### src/hw/rtl/mice_pkg.sv
// shared types and constants for the mic-e position decoder
package mice_pkg;

  // result status codes
  typedef enum logic [1:0] {
    STATUS_OK         = 2'd0,
    STATUS_BAD_LENGTH = 2'd1,
    STATUS_BAD_LON    = 2'd2
  } status_t;

  // decoded destination character
  typedef struct packed {
    logic [3:0] digit;
    logic       flag;
  } char_info_t;

  // destination character classes
  localparam logic [7:0] CHAR_NUM_LO     = 8'h30;
  localparam logic [7:0] CHAR_NUM_HI     = 8'h39;
  localparam logic [7:0] CHAR_ALPHA_LO   = 8'h41;
  localparam logic [7:0] CHAR_ALPHA_HI   = 8'h4a;
  localparam logic [7:0] CHAR_FLAG_LO    = 8'h50;
  localparam logic [7:0] CHAR_FLAG_NUMHI = 8'h59;
  localparam logic [7:0] CHAR_FLAG_HI    = 8'h5a;

  localparam int          DEST_CHARS   = 6;
  localparam logic [5:0]  DEST_LENGTH  = 6'd6;
  localparam int          DIGIT_RADIX  = 10;

  // longitude byte encoding and wrap rules
  localparam logic [7:0] LON_BYTE_OFFSET = 8'd28;
  localparam logic [7:0] LON_BYTE_MAX    = 8'd127;
  localparam logic [7:0] LON_DEG_OFFSET  = 8'd100;
  localparam logic [7:0] LON_DEG_WRAP_HI = 8'd190;
  localparam logic [7:0] LON_DEG_WRAP_LO = 8'd180;
  localparam logic [7:0] LON_DEG_SUB_LO  = 8'd80;
  localparam logic [6:0] LON_MIN_WRAP    = 7'd60;

  // microdegree scaling
  localparam int UDEG_PER_DEG   = 1000000;
  localparam int MIN_STEP_UDEG  = 3 * UDEG_PER_DEG / 60;
  localparam int MIN_REM1_UDEG  = UDEG_PER_DEG / 60;
  localparam int MIN_REM2_UDEG  = 2 * UDEG_PER_DEG / 60;
  localparam int HUN_STEP_UDEG  = 3 * UDEG_PER_DEG / 6000;
  localparam int HUN_REM1_UDEG  = UDEG_PER_DEG / 6000;
  localparam int HUN_REM2_UDEG  = 2 * UDEG_PER_DEG / 6000;

  // divide by three for values below 128: (x * 171) >> 9
  localparam int RECIP3_MUL   = 171;
  localparam int RECIP3_SHIFT = 9;

endpackage

### src/hw/rtl/mice_char_dec.sv
// decode of one destination character into latitude digit and flag
module mice_char_dec (
  input  logic [7:0]          char_code,
  output mice_pkg::char_info_t info
);

  always_comb begin
    info.digit = 4'd0;
    info.flag  = 1'b0;
    if (char_code inside {[mice_pkg::CHAR_NUM_LO:mice_pkg::CHAR_NUM_HI]}) begin
      info.digit = char_code[3:0];
    end else if (char_code inside
                 {[mice_pkg::CHAR_ALPHA_LO:mice_pkg::CHAR_ALPHA_HI]}) begin
      info.digit = char_code[3:0] - 4'd1;
    end else if (char_code inside
                 {[mice_pkg::CHAR_FLAG_LO:mice_pkg::CHAR_FLAG_NUMHI]}) begin
      info.digit = char_code[3:0];
    end
    if (char_code inside {[mice_pkg::CHAR_FLAG_LO:mice_pkg::CHAR_FLAG_HI]}) begin
      info.flag = 1'b1;
    end
  end

endmodule

### src/hw/rtl/mice_udeg_conv.sv
// degrees, minutes and hundredths of minutes to unsigned microdegrees
module mice_udeg_conv (
  input  logic [7:0]  deg,
  input  logic [6:0]  minutes,
  input  logic [6:0]  hundredths,
  output logic [27:0] udeg
);

  logic [14:0] min_prod;
  logic [14:0] hun_prod;
  logic [5:0]  min_q;
  logic [5:0]  hun_q;
  logic [1:0]  min_r;
  logic [1:0]  hun_r;
  logic [20:0] min_rem_udeg;
  logic [14:0] hun_rem_udeg;
  logic [20:0] min_udeg;
  logic [14:0] hun_udeg;
  logic [27:0] deg_udeg;

  // split into three-unit steps plus remainder, exact truncation
  assign min_prod = 15'(minutes) * 15'(mice_pkg::RECIP3_MUL);
  assign hun_prod = 15'(hundredths) * 15'(mice_pkg::RECIP3_MUL);
  assign min_q    = min_prod[mice_pkg::RECIP3_SHIFT +: 6];
  assign hun_q    = hun_prod[mice_pkg::RECIP3_SHIFT +: 6];
  assign min_r    = 2'(minutes - 7'(min_q * 3));
  assign hun_r    = 2'(hundredths - 7'(hun_q * 3));

  always_comb begin
    case (min_r)
      2'd1:    min_rem_udeg = 21'(mice_pkg::MIN_REM1_UDEG);
      2'd2:    min_rem_udeg = 21'(mice_pkg::MIN_REM2_UDEG);
      default: min_rem_udeg = 21'd0;
    endcase
    case (hun_r)
      2'd1:    hun_rem_udeg = 15'(mice_pkg::HUN_REM1_UDEG);
      2'd2:    hun_rem_udeg = 15'(mice_pkg::HUN_REM2_UDEG);
      default: hun_rem_udeg = 15'd0;
    endcase
  end

  assign min_udeg = 21'(min_q) * 21'(mice_pkg::MIN_STEP_UDEG) + min_rem_udeg;
  assign hun_udeg = 15'(hun_q) * 15'(mice_pkg::HUN_STEP_UDEG) + hun_rem_udeg;
  assign deg_udeg = 28'(deg) * 28'(mice_pkg::UDEG_PER_DEG);

  assign udeg = deg_udeg + 28'(min_udeg) + 28'(hun_udeg);

endmodule

### src/hw/rtl/mic_e_position_decode_top.sv
// mic-e position decoder top level: input register, decode logic, result register
//
// Decodes the latitude and longitude of one Mic-E position per transaction.
// The six destination characters give the latitude digits and the north,
// longitude +100 degree and west flags; the three information bytes give
// longitude degrees, minutes and hundredths (each offset by 28). Results are
// in signed microdegrees with a status: ok, destination length not six (both
// positions zero), or a longitude byte outside 28..127 (latitude still
// decoded, longitude zero). The block is a two-register pipeline, an input
// register and a result register, with all decoding in one combinational
// pass between them. An accepted transaction waits in the input register
// until the result register is free. A new transaction can be accepted every
// cycle unless the output stalls; the result register drains independently,
// so the input side keeps accepting while a result waits, until both are full.
module mic_e_position_decode_top (
  input  logic        clk,
  input  logic        rst,

  input  logic        in_valid,
  output logic        in_ready,
  input  logic [7:0]  dest_char_0,
  input  logic [7:0]  dest_char_1,
  input  logic [7:0]  dest_char_2,
  input  logic [7:0]  dest_char_3,
  input  logic [7:0]  dest_char_4,
  input  logic [7:0]  dest_char_5,
  input  logic [5:0]  dest_length,
  input  logic [7:0]  lon_degree_byte,
  input  logic [7:0]  lon_minute_byte,
  input  logic [7:0]  lon_hundredth_byte,

  output logic        out_valid,
  input  logic        out_ready,
  output logic [1:0]  status,
  output logic signed [27:0] latitude_udeg,
  output logic signed [28:0] longitude_udeg
);

  // input register stage
  logic        pipe_valid;
  logic [7:0]  pipe_char [mice_pkg::DEST_CHARS];
  logic [5:0]  pipe_length;
  logic [7:0]  pipe_lon_deg;
  logic [7:0]  pipe_lon_min;
  logic [7:0]  pipe_lon_hun;

  logic        out_free;
  logic        pipe_move;

  // decode signals
  mice_pkg::char_info_t char_info [mice_pkg::DEST_CHARS];
  logic [6:0]  lat_deg;
  logic [6:0]  lat_min;
  logic [6:0]  lat_hun;
  logic [27:0] lat_mag;
  logic        lon_range_ok;
  logic [7:0]  lon_deg_base;
  logic [7:0]  lon_deg_off;
  logic [7:0]  lon_deg;
  logic [6:0]  lon_min_base;
  logic [6:0]  lon_min;
  logic [6:0]  lon_hun;
  logic [27:0] lon_mag;

  mice_pkg::status_t  status_next;
  logic signed [27:0] latitude_next;
  logic signed [28:0] longitude_next;

  // handshake: the result register takes a new transaction when empty or draining
  assign out_free  = !out_valid || out_ready;
  assign pipe_move = pipe_valid && out_free;
  assign in_ready  = !pipe_valid || out_free;

  always_ff @(posedge clk) begin
    if (rst) begin
      pipe_valid <= 1'b0;
    end else if (in_ready) begin
      pipe_valid <= in_valid;
    end
  end

  always_ff @(posedge clk) begin
    if (in_valid && in_ready) begin
      pipe_char[0] <= dest_char_0;
      pipe_char[1] <= dest_char_1;
      pipe_char[2] <= dest_char_2;
      pipe_char[3] <= dest_char_3;
      pipe_char[4] <= dest_char_4;
      pipe_char[5] <= dest_char_5;
      pipe_length  <= dest_length;
      pipe_lon_deg <= lon_degree_byte;
      pipe_lon_min <= lon_minute_byte;
      pipe_lon_hun <= lon_hundredth_byte;
    end
  end

  // per-character digit and flag decode
  for (genvar i = 0; i < mice_pkg::DEST_CHARS; i++) begin : g_char
    mice_char_dec u_char_dec (
      .char_code (pipe_char[i]),
      .info      (char_info[i])
    );
  end

  // latitude digits pair up into degrees, minutes and hundredths
  assign lat_deg = 7'(char_info[0].digit) * 7'(mice_pkg::DIGIT_RADIX)
                 + 7'(char_info[1].digit);
  assign lat_min = 7'(char_info[2].digit) * 7'(mice_pkg::DIGIT_RADIX)
                 + 7'(char_info[3].digit);
  assign lat_hun = 7'(char_info[4].digit) * 7'(mice_pkg::DIGIT_RADIX)
                 + 7'(char_info[5].digit);

  mice_udeg_conv u_lat_conv (
    .deg        ({1'b0, lat_deg}),
    .minutes    (lat_min),
    .hundredths (lat_hun),
    .udeg       (lat_mag)
  );

  // longitude bytes must all sit in 28..127
  assign lon_range_ok = (pipe_lon_deg >= mice_pkg::LON_BYTE_OFFSET)
                     && (pipe_lon_deg <= mice_pkg::LON_BYTE_MAX)
                     && (pipe_lon_min >= mice_pkg::LON_BYTE_OFFSET)
                     && (pipe_lon_min <= mice_pkg::LON_BYTE_MAX)
                     && (pipe_lon_hun >= mice_pkg::LON_BYTE_OFFSET)
                     && (pipe_lon_hun <= mice_pkg::LON_BYTE_MAX);

  // degree wrap: offset flag adds 100, then 190+ and 180..189 fold back
  assign lon_deg_base = pipe_lon_deg - mice_pkg::LON_BYTE_OFFSET;
  assign lon_deg_off  = char_info[4].flag ? lon_deg_base + mice_pkg::LON_DEG_OFFSET
                                          : lon_deg_base;

  always_comb begin
    if (lon_deg_off >= mice_pkg::LON_DEG_WRAP_HI) begin
      lon_deg = lon_deg_off - mice_pkg::LON_DEG_WRAP_HI;
    end else if (lon_deg_off >= mice_pkg::LON_DEG_WRAP_LO) begin
      lon_deg = lon_deg_off - mice_pkg::LON_DEG_SUB_LO;
    end else begin
      lon_deg = lon_deg_off;
    end
  end

  // minute wrap: 60 and above lose 60
  assign lon_min_base = 7'(pipe_lon_min - mice_pkg::LON_BYTE_OFFSET);
  assign lon_min      = (lon_min_base >= mice_pkg::LON_MIN_WRAP)
                      ? lon_min_base - mice_pkg::LON_MIN_WRAP : lon_min_base;
  assign lon_hun      = 7'(pipe_lon_hun - mice_pkg::LON_BYTE_OFFSET);

  mice_udeg_conv u_lon_conv (
    .deg        (lon_deg),
    .minutes    (lon_min),
    .hundredths (lon_hun),
    .udeg       (lon_mag)
  );

  // status and signs; length check takes priority over the longitude check
  always_comb begin
    status_next    = mice_pkg::STATUS_OK;
    latitude_next  = '0;
    longitude_next = '0;
    if (pipe_length != mice_pkg::DEST_LENGTH) begin
      status_next = mice_pkg::STATUS_BAD_LENGTH;
    end else begin
      latitude_next = char_info[3].flag ? $signed(lat_mag) : -$signed(lat_mag);
      if (!lon_range_ok) begin
        status_next = mice_pkg::STATUS_BAD_LON;
      end else begin
        longitude_next = char_info[5].flag ? -$signed({1'b0, lon_mag})
                                           : $signed({1'b0, lon_mag});
      end
    end
  end

  // result register
  always_ff @(posedge clk) begin
    if (rst) begin
      out_valid <= 1'b0;
    end else if (out_free) begin
      out_valid <= pipe_valid;
    end
  end

  always_ff @(posedge clk) begin
    if (pipe_move) begin
      status         <= status_next;
      latitude_udeg  <= latitude_next;
      longitude_udeg <= longitude_next;
    end
  end

`ifndef SYNTHESIS
  // a bad destination length clears both positions
  assert property (@(posedge clk) disable iff (rst)
    out_valid && (status == mice_pkg::STATUS_BAD_LENGTH)
      |-> (latitude_udeg == 28'sd0) && (longitude_udeg == 29'sd0))
    else $error("bad length result carries a nonzero position");

  // any error clears the longitude
  assert property (@(posedge clk) disable iff (rst)
    out_valid && (status != mice_pkg::STATUS_OK) |-> (longitude_udeg == 29'sd0))
    else $error("error result carries a nonzero longitude");

  // decoded latitude stays within the encodable span
  assert property (@(posedge clk) disable iff (rst)
    out_valid |-> (latitude_udeg <= 28'sd100666500)
               && (latitude_udeg >= -28'sd100666500))
    else $error("latitude outside the encodable span");

  // a held input register keeps its transaction while the result side stalls
  assert property (@(posedge clk) disable iff (rst)
    pipe_valid && !out_free |=> pipe_valid && $stable(pipe_length)
                                && $stable(pipe_lon_deg))
    else $error("input register lost a stalled transaction");

  // pipeline is empty after reset
  assert property (@(posedge clk)
    rst |=> !pipe_valid && !out_valid)
    else $error("pipeline not empty after reset");
`endif

endmodule

### config.mk
export PLATFORM = sky130hd
export DESIGN_NAME = mic_e_position_decode_top
export DESIGN_NICKNAME = d
export VERILOG_FILES = /design/src/hw/rtl/mice_pkg.sv /design/src/hw/rtl/mice_char_dec.sv /design/src/hw/rtl/mice_udeg_conv.sv /design/src/hw/rtl/mic_e_position_decode_top.sv
export SDC_FILE = /design/constraint.sdc
export NUM_CORES = 1
export LEC_CHECK = 0
export ABC_AREA = 1
export BUFFER_PORTS_ARGS = -buffer_cell sky130_fd_sc_hd__buf_2
export CORE_MARGIN = 2
export CORE_UTILIZATION = 55
export DETAILED_ROUTE_END_ITERATION = 7
export PLACE_DENSITY = 0.76
export SLEW_MARGIN = 30
export SYNTH_ARGS = -nofsm -noshare
export SYNTH_HDL_FRONTEND = slang
export SYNTH_SLANG_ARGS = --single-unit
export TNS_END_PERCENT = 5
### constraint.sdc
create_clock -name clk -period 10.6 [get_ports clk]
set_clock_uncertainty 0.05 [all_clocks]
set_input_delay 1.59 -clock clk [delete_from_list [all_inputs] [get_ports clk]]
set_output_delay 1.59 -clock clk [all_outputs]
set_load 0.05 [all_outputs]
==> results of run 1 <==
## cell families after synthesis
| logic type | Yosys count |
|---|---|
| xor+xnor | 197 |
| compound gates | 396 |
| flops | 139 |
| fa+ha+maj | 644 |
| simple gates | 1166 |
| buf+inv | 710 |
## worst max path at each step
stage,to,slack [ns]
finish,latitude_udeg[26],-1.32
global placement,latitude_udeg[23],-0.89
global route,latitude_udeg[26],-1.92
detailed placement,latitude_udeg[27],-1.13
CTS,latitude_udeg[26],-1.08
floorplan,latitude_udeg[23],-0.47
## sequential cells by signal (all words and copies together) (netlist names)
register	flops
pipe_length	6
longitude_udeg	29
out_valid	1
pipe_valid	1
pipe_lon_min	8
pipe_lon_hun	8
latitude_udeg	28
pipe_char	48
status	2
pipe_lon_deg	8
## repair_timing
action,4_1_cts,5_1_grt
endpoints found under the setup margin,34,41
hold buffers,0,0
gates resized for setup,60,147
pin swaps,32,95
buffers inserted,8,11
## metrics by stage
stage / utilization / setup TNS (ns) / worst slack, ns / hold WS [ns]
after global placement: 0.669 / -14.16 / -0.892 / 0.460
after global routing: 0.706 / -46.67 / -1.92 / 0.506
after floorplan: - / -4.78 / -0.471 / 0.395
after detailed placement: 0.669 / -21.22 / -1.13 / 0.476
final: 0.706 / -22.22 / -1.32 / 0.482
after CTS: 0.690 / -18.68 / -1.08 / 0.485
## final cells by class
| cell class | count | area (sq um) |
|---|---|---|
| clock inverter | 15 | 163 |
| fill | 3453 | 13200 |
| tap | 600 | 751 |
| sequential | 139 | 4150 |
| inverter | 696 | 2610 |
| timing repair buffer | 629 | 4370 |
| clock buffer | 17 | 425 |
| multi-input combinational | 2403 | 19400 |
## cells in the mapped netlist (all sizes together) (32+ instances only)
cell / instances / share of area
inv: 694 / 0.10
nand2: 621 / 0.094
ha: 513 / 0.26
nor2: 231 / 0.037
a21oi: 199 / 0.041
nand3: 170 / 0.036
xor2: 146 / 0.052
edfxtp: 137 / 0.16
fa: 131 / 0.11
o21ai: 110 / 0.023
xnor2: 51 / 0.018
nor3: 49 / 0.011
nand4: 32 / 0.0088
## worst max-delay path, delay by kind of cell, from the launching register on
family,cells,cell delay (ns)
fa+ha+maj,15,5.99
simple gates,26,2.88
compound gates,6,0.72
xor+xnor,6,0.96
buf+inv,9,0.64
flops,1,0.43
## per-layer routing
layer,wire [microns],vias to the layer above,share of wire,track usage
met4,1300,0,0.022,0.0687
met1,27000,10600,0.45,0.328
li1,-,11800,-,-
met3,2430,100,0.041,0.0324
met5,0,-,0,0
met2,29200,512,0.49,0.452
==> flow_metrics.py, run 1 <==
metrics = {
    "logic_synthesis": {
        "yosysSeqAreaShare": 0.166,
        "synthArstFlopShare": 0,
        "synth_flop_cell": "edfxtp_1",
        "synth_fa_ha_area_frac": 0.362,
        "ys.warnings.count": 0,
        "synth_compound_area_frac": 0.0888,
        "syn_avg_cell_area_sq_um": 7.68,
        "synthesis.nets": 3978,
        "synthMuxAreaShare": 0,
        "synth_cells": 3252,
        "synth_cell_type_count": 61,
        "synth_top_family_by_area": "adder cells",
        "synth_enable_flop_cells": 137,
        "synth.cell_area_sq_um": 25000,
        "synth_xor_area_frac": 0.0709,
        "synth-simple-area-share": 0.205,
        "synth_seq_cells": 139,
    },
    "timing": {
        "rsz0062_at_grt": "yes",
        "setup_viol": 33,
        "worst-slew-pin-transition_ns": 0.969,
        "max_freq_mhz": 83.9,
        "relSlewSlack": 0.348,
        "finalCriticalPeriod_ns": 11.92,
        "hold_viol_final": 0,
        "setup_slack_ns": -1.32,
        "finalCritPeriodShare": 1.12,
        "slew_viol_final": 0,
    },
    "routing": {
        "routedWlPerCell_microns": 13.3,
        "drtAntennaViolNets": 0,
        "first_iter_violations": 1184,
        "viasPerCell": 5.11,
        "drc": 0,
        "firstDrtPassIters": 5,
        "num_vias": 23000,
        "wirelength_mm": 60.0,
    },
    "die": {
        "core-area_sq_um": 45100,
        "floorplan.die_area_sq_um": 47100,
        "die_y_microns": 217,
        "start_util": 0.554,
        "die_w_microns": 217,
        "boundaryPins": 143,
        "fp-row-count": 78,
    },
    "setup_path": {
        "critical_path.endpoint_type": "flop",
        "worst_path_max_delay_cell": "fa_1",
        "cp.arrival_ns": 12.10,
        "worstSetupPathType": "reg -> reg",
        "worstPathRequired_ns": 10.78,
        "worstSetupStartpoint": "pipe_char[4][0]",
        "start_kind": "flop",
        "rrSetupSlack_ns": -1.32,
        "reg2reg_from": "pipe_char[4][0]",
        "r2r-end": "latitude_udeg[26]",
        "r2r_cells": 62,
        "crit_path_max_fanout": 4,
        "max_stage_delay_ns": 0.57,
    },
    "placed_design": {
        "io_buffers": 142,
        "placed_area_sq_um": 30200,
        "place.gp.congestion": 0.900,
        "hpwl_mm": 49.3,
        "post-place-cells": 4448,
    },
    "cts": {
        "cts-root-buf": "clkbuf_16",
        "cts_inserted_buffers": 17,
        "clk_pin_slew_worst_paths_ns": 0.06,
        "cts_tree": "yes",
        "clk_path_buf_depth": 2,
        "cts_max_level": 4,
        "clk_latency_ns": 0.49,
        "cts.sinks": 139,
    },
    "outcome": {
        "violations": "setup timing",
        "status": "finished with violations",
    },
    "global_routing": {
        "antenna_found_initial": 1,
        "grt_max_degree": 77,
        "gr-total-overflow": 0,
        "grt_usage": 0.256,
        "grt_pass1_vias": 22700,
        "grt_pass1_wl_mm": 100,
    },
    "cells_and_area": {
        "drive_gt1_frac": 0.249,
        "final_common_cell": "inv_1",
        "syn_to_final_growth_pct": 27.5,
        "final_cell_mix": "663 x inv_1, 575 x nand2_1, 485 x buf_4, 476 x ha_1, 189 x nor2_1",
        "fin_nets": 4612,
        "n_antenna_cell": 0,
        "design_area_sq_um": 31800,
        "final_cells": 4499,
    },
    "run": {
        "maxCapViolCount": 0,
    },
    "min_path": {
        "min_path_type": "reg -> reg",
        "hp-start": "out_valid",
        "hold_end": "out_valid",
        "holdPathStages": 2,
    },
}
Power of run 1 is left out: the tool's default activity adds up to more than one toggle a clock period on the data nets, which glitch-free logic cannot reach.
==> run 2: changes to the inputs <==
- GPL_TIMING_DRIVEN: default -> 0
==> run 2 against run 1 <==
Compared with the run above: critical path depth is 2 lower; first-iteration DRC count is 20% lower; the run still ends with setup timing left; cell count is 8.8% lower; worst hold slack worse by 0.0032 ns; largest cell class unchanged; design area is 8.3% lower; utilization is 5.9 points lower.
==> flow_metrics.py, run 2 (synthesis results as in run 1) <==
metrics = {
    "timing": {
        "slew_viol_final": 0,
        "setup_slack_ns": -1.24,
        "rsz0062_at_grt": "yes",
        "finalCriticalPeriod_ns": 11.84,
        "max_freq_mhz": 84.5,
        "final.setup.tns_ns": -24.48,
        "relSlewSlack": 0.259,
        "setup_viol": 33,
        "worst-slew-pin-transition_ns": 1.10,
        "finalCritPeriodShare": 1.12,
        "hold_viol_final": 0,
    },
    "placed_design": {
        "io_buffers": 142,
        "post-place-cells": 3997,
        "hpwl_mm": 44.0,
        "place.gp.congestion": 0.892,
    },
    "cells_and_area": {
        "drive_gt1_frac": 0.175,
        "final_cells": 4103,
        "largest_reg_flops": 48,
        "fin_util": 0.647,
        "biggestRegsByFlops": "pipe_char: 48 flops, longitude_udeg: 29 flops, latitude_udeg: 28 flops",
        "fin_nets": 4215,
        "final_cell_mix": "660 x inv_1, 570 x nand2_1, 462 x ha_1, 185 x nor2_1, 152 x nand3_1",
        "syn_to_final_growth_pct": 16.9,
        "regMostFlops": "pipe_char",
        "final_common_cell": "inv_1",
    },
    "global_routing": {
        "gr-total-overflow": 0,
        "grt_pass1_vias": 20300,
        "antenna_found_initial": 1,
        "grt_pass1_wl_mm": 90.5,
        "grt_usage": 0.232,
        "grt_max_degree": 45,
    },
    "setup_path": {
        "critical_path.endpoint_type": "flop",
        "start_kind": "flop",
        "cp.arrival_ns": 12.03,
        "critPathBufInv": 9,
        "worstPathRequired_ns": 10.78,
        "worst_path_max_delay_cell": "fa_2",
        "max_stage_delay_ns": 0.60,
        "r2r_cells": 60,
        "critPathTopFamily": "adder cells",
        "worstSetupPathType": "reg -> reg",
        "rrSetupSlack_ns": -1.24,
        "crit_path_max_fanout": 4,
        "crit_top_cell": "nand2_1",
        "cp.depth": 60,
    },
    "cts": {
        "cts_inserted_buffers": 17,
        "clk_path_buf_depth": 2,
        "hold_buffers": 0,
        "clk_latency_ns": 0.48,
        "cts-root-buf": "clkbuf_16",
        "cts.sinks": 139,
        "clk_pin_slew_worst_paths_ns": 0.06,
        "cts_max_level": 4,
        "cts_tree": "yes",
    },
    "routing": {
        "wirelength_mm": 55.1,
        "routedWlPerCell_microns": 13.4,
        "firstDrtPassIters": 5,
        "top_layer": "met4",
        "drtAntennaViolNets": 0,
        "viasPerCell": 5.17,
        "first_iter_violations": 947,
        "num_vias": 21200,
        "met1_length_mm": 25.2,
        "drc": 0,
        "met3WireLength_mm": 2.36,
        "route.met2.wl_mm": 26.4,
    },
    "die": {
        "boundaryPins": 143,
        "start_util": 0.554,
        "die_w_microns": 217,
        "core-area_sq_um": 45100,
        "fp-row-count": 78,
        "die_y_microns": 217,
        "floorplan.die_area_sq_um": 47100,
    },
    "run": {
        "maxCapViolCount": 0,
    },
    "outcome": {
        "status": "finished with violations",
        "violations": "setup timing",
    },
    "min_path": {
        "min_path_type": "reg -> reg",
        "holdPathStages": 2,
    },
}
==> run 2: stage by stage <==
step                      setup slack [ns]  hold WS, ns  instance area [sq um]
after global placement               -1.58        0.407                  26700
after global routing                 -1.87        0.528                  29200
after detailed placement             -1.77        0.474                  26800
after CTS                            -1.20        0.483                  28200
final                                -1.24        0.479                  29200
after floorplan                     -0.471        0.395                  25200
==> run 2: layer usage <==
metal | vias up | global-route usage
met5 | - | 0
met4 | 0 | 0.0678
met3 | 76 | 0.0363
met2 | 425 | 0.400
met1 | 9733 | 0.301
li1 | 11000 | -
==> run 2: worst reg2reg max path: cells and delay by family, from the launching register on <==
family	cells	cell delay, ns
simple gates	25	2.51
flops	1	0.46
buf+inv	9	0.64
xor+xnor	5	1.12
compound gates	6	1.02
fa+ha+maj	15	5.82
==> run 2: final cells by class <==
type / count / area (sq um)
multi-input combinational: 2403 / 19700
fill: 3736 / 15900
sequential: 139 / 4150
inverter: 696 / 2620
timing repair buffer: 218 / 1340
tap: 600 / 751
clock buffer: 17 / 425
clock inverter: 15 / 164
buffer: 14 / 62.6
antenna: 1 / 2.50
==> run 2: path summary, 6_finish.rpt <==
path,startpoint,endpoint
setup reg to reg,pipe_char[4][0],latitude_udeg[25]
hold / removal,pipe_valid,pipe_valid
setup / recovery,pipe_char[4][0],latitude_udeg[25]
hold reg to reg,pipe_valid,pipe_valid
==> run 2: timing repair <==
action / 4_1_cts / 5_1_grt
setup buffers: 38 / 35
endpoints found under the setup margin: 37 / 40
resized for setup: 103 / 170
cloned: 0 / 0
pin swaps: 61 / 85
Power of run 2 is left out for the same reason.
==> run 3: changes to the inputs <==
- ABC_CLOCK_PERIOD_IN_PS: default -> 10600
- CORE_UTILIZATION: 55 -> 24
- PLACE_DENSITY: 0.76 -> default
- RECOVER_POWER: default -> 25
==> run 3 against run 2 <==
Compared with the run above: via count down 1.6%; utilization shrank 35 points; the run still ends with setup timing left; maximum frequency grew 1.6%.
==> flow_metrics.py, run 3 (synthesis results as in run 1) <==
metrics = {
    "cells_and_area": {
        "fin_nets": 4217,
        "design_area_sq_um": 30500,
        "final_cell_mix": "655 x inv_1, 562 x nand2_1, 465 x ha_1, 179 x nor2_1, 150 x nand3_1",
        "regMostFlops": "pipe_char",
        "syn_to_final_growth_pct": 22.1,
        "fin_util": 0.295,
        "biggestRegsByFlops": "pipe_char: 48 flops, longitude_udeg: 29 flops, latitude_udeg: 28 flops",
        "largest_reg_flops": 48,
        "final_common_cell": "inv_1",
        "n_antenna_cell": 0,
        "drive_gt1_frac": 0.182,
    },
    "die": {
        "floorplan.die_area_sq_um": 107000,
        "core-area_sq_um": 103000,
        "start_util": 0.242,
        "boundaryPins": 143,
        "die_y_microns": 327,
        "fp-row-count": 118,
        "die_w_microns": 327,
    },
    "outcome": {
        "status": "finished with violations",
        "violations": "setup timing",
    },
    "timing": {
        "worst-slew-pin-transition_ns": 0.801,
        "setup_slack_ns": -1.06,
        "rsz0062_at_grt": "yes",
        "setup_viol": 31,
        "whs_ns": 0.479,
        "finalCriticalPeriod_ns": 11.66,
        "relSlewSlack": 0.462,
        "finalCritPeriodShare": 1.10,
        "hold_viol_final": 0,
        "max_freq_mhz": 85.8,
        "slew_viol_final": 0,
    },
    "setup_path": {
        "cp.arrival_ns": 11.84,
        "worstSetupPathType": "reg -> reg",
        "crit_path_max_fanout": 4,
        "reg2reg_from": "pipe_char[4][0]",
        "worst_path_max_delay_cell": "fa_2",
        "worstPathRequired_ns": 10.78,
        "critical_path.endpoint_type": "flop",
        "rrSetupSlack_ns": -1.06,
        "r2r_cells": 57,
        "max_stage_delay_ns": 0.57,
        "start_kind": "flop",
        "r2r-end": "latitude_udeg[23]",
    },
    "run": {
        "maxCapViolCount": 0,
    },
    "cts": {
        "cts_inserted_buffers": 17,
        "clk_pin_slew_worst_paths_ns": 0.06,
        "cts_max_level": 4,
        "cts.sinks": 139,
        "clk_latency_ns": 0.49,
        "cts-root-buf": "clkbuf_16",
        "hold_buffers": 0,
        "cts_tree": "yes",
        "clk_path_buf_depth": 2,
    },
    "placed_design": {
        "io_buffers": 142,
        "placed_area_sq_um": 27800,
        "place.gp.congestion": 0.867,
        "hpwl_mm": 50.6,
        "dpl_worst_slack_ns": -1.85,
    },
    "min_path": {
        "holdPathStages": 2,
        "min_path_type": "reg -> reg",
        "hp-start": "out_valid",
        "hold_end": "out_valid",
    },
    "routing": {
        "viasPerCell": 4.28,
        "first_iter_violations": 820,
        "wirelength_mm": 59.4,
        "drtAntennaViolNets": 0,
        "routedWlPerCell_microns": 12.2,
        "drc": 0,
        "firstDrtPassIters": 5,
        "num_vias": 20900,
    },
    "global_routing": {
        "grt_pass1_vias": 20900,
        "grt_pass1_wl_mm": 99.8,
        "grt_max_degree": 41,
        "gr-total-overflow": 0,
        "grt_usage": 0.114,
        "antenna_found_initial": 2,
    },
}
-- run 3: changes by cell type in the layout (fill, tap and decap cells not counted), moves of 5 or more --
cell | before | now
a21oi_1 | 149 | 144
buf_2 | 144 | 130
clkbuf_1 | 10 | 26
ha_2 | 18 | 12
inv_1 | 660 | 655
inv_2 | 34 | 39
nand2_1 | 570 | 562
nor2_1 | 185 | 179
nor2_4 | 10 | 16
o21ai_0 | 71 | 65
-- run 3: worst max-delay path by stage --
stage | start | end | slack, ns | depth (start not counted)
after floorplan | pipe_char[4][0] | latitude_udeg[23] | -0.47 | 59
after global placement | pipe_char[4][0] | latitude_udeg[23] | -1.84 | 60
after detailed placement | pipe_char[2][0] | latitude_udeg[23] | -1.85 | 60
after CTS | pipe_char[4][0] | latitude_udeg[26] | -1.19 | 60
after global routing | pipe_char[2][0] | latitude_udeg[27] | -1.63 | 63
final | pipe_char[4][0] | latitude_udeg[23] | -1.06 | 57
-- run 3: per-layer routing --
layer / wire [microns] / global-route usage / vias to the layer above
met2: 29400 / 0.208 / 258
met5: 22 / 0 / -
met3: 1650 / 0.0169 / 50
met4: 994 / 0.0288 / 4
li1: - / - / 11000
met1: 27300 / 0.140 / 9571
-- run 3: layout make-up --
cell class              count  area (sq um)
clock inverters            12           173
fillers                 11000         72900
inverters                 696          2620
multi-input cells        2403         20000
plain buffers              14          62.6
clock buffers              19           433
repair buffers            220          1350
flip-flops and latches    139          4150
well taps                1380          1730
-- run 3: worst max-delay path, delay by kind of cell (launching register included) --
family | cells | cell delay, ns
AOI/OAI and AO/OA | 5 | 0.85
xor gates and xnor gates | 4 | 0.63
adders and majority gates | 16 | 6.03
buffers and inverters | 11 | 0.96
DFF | 1 | 0.46
and+or+nand+nor | 21 | 2.41
-- run 3: timing repair --
item,4_1_cts,5_1_grt
setup endpoints to repair,39,40
gates resized for setup,146,196
setup buffers,41,33
pin swaps,73,119
endpoints found under the hold margin,0,0
-- run 3: through the flow --
step	TNS, ns	instances
2_1_floorplan	-4.78	3252
3_3_place_gp	-42.33	4774
3_5_place_dp	-44.25	4778
4_1_cts	-24.53	4850
5_1_grt	-43.26	4883
6_report	-18.54	4883
Power of run 3 is left out for the same reason.
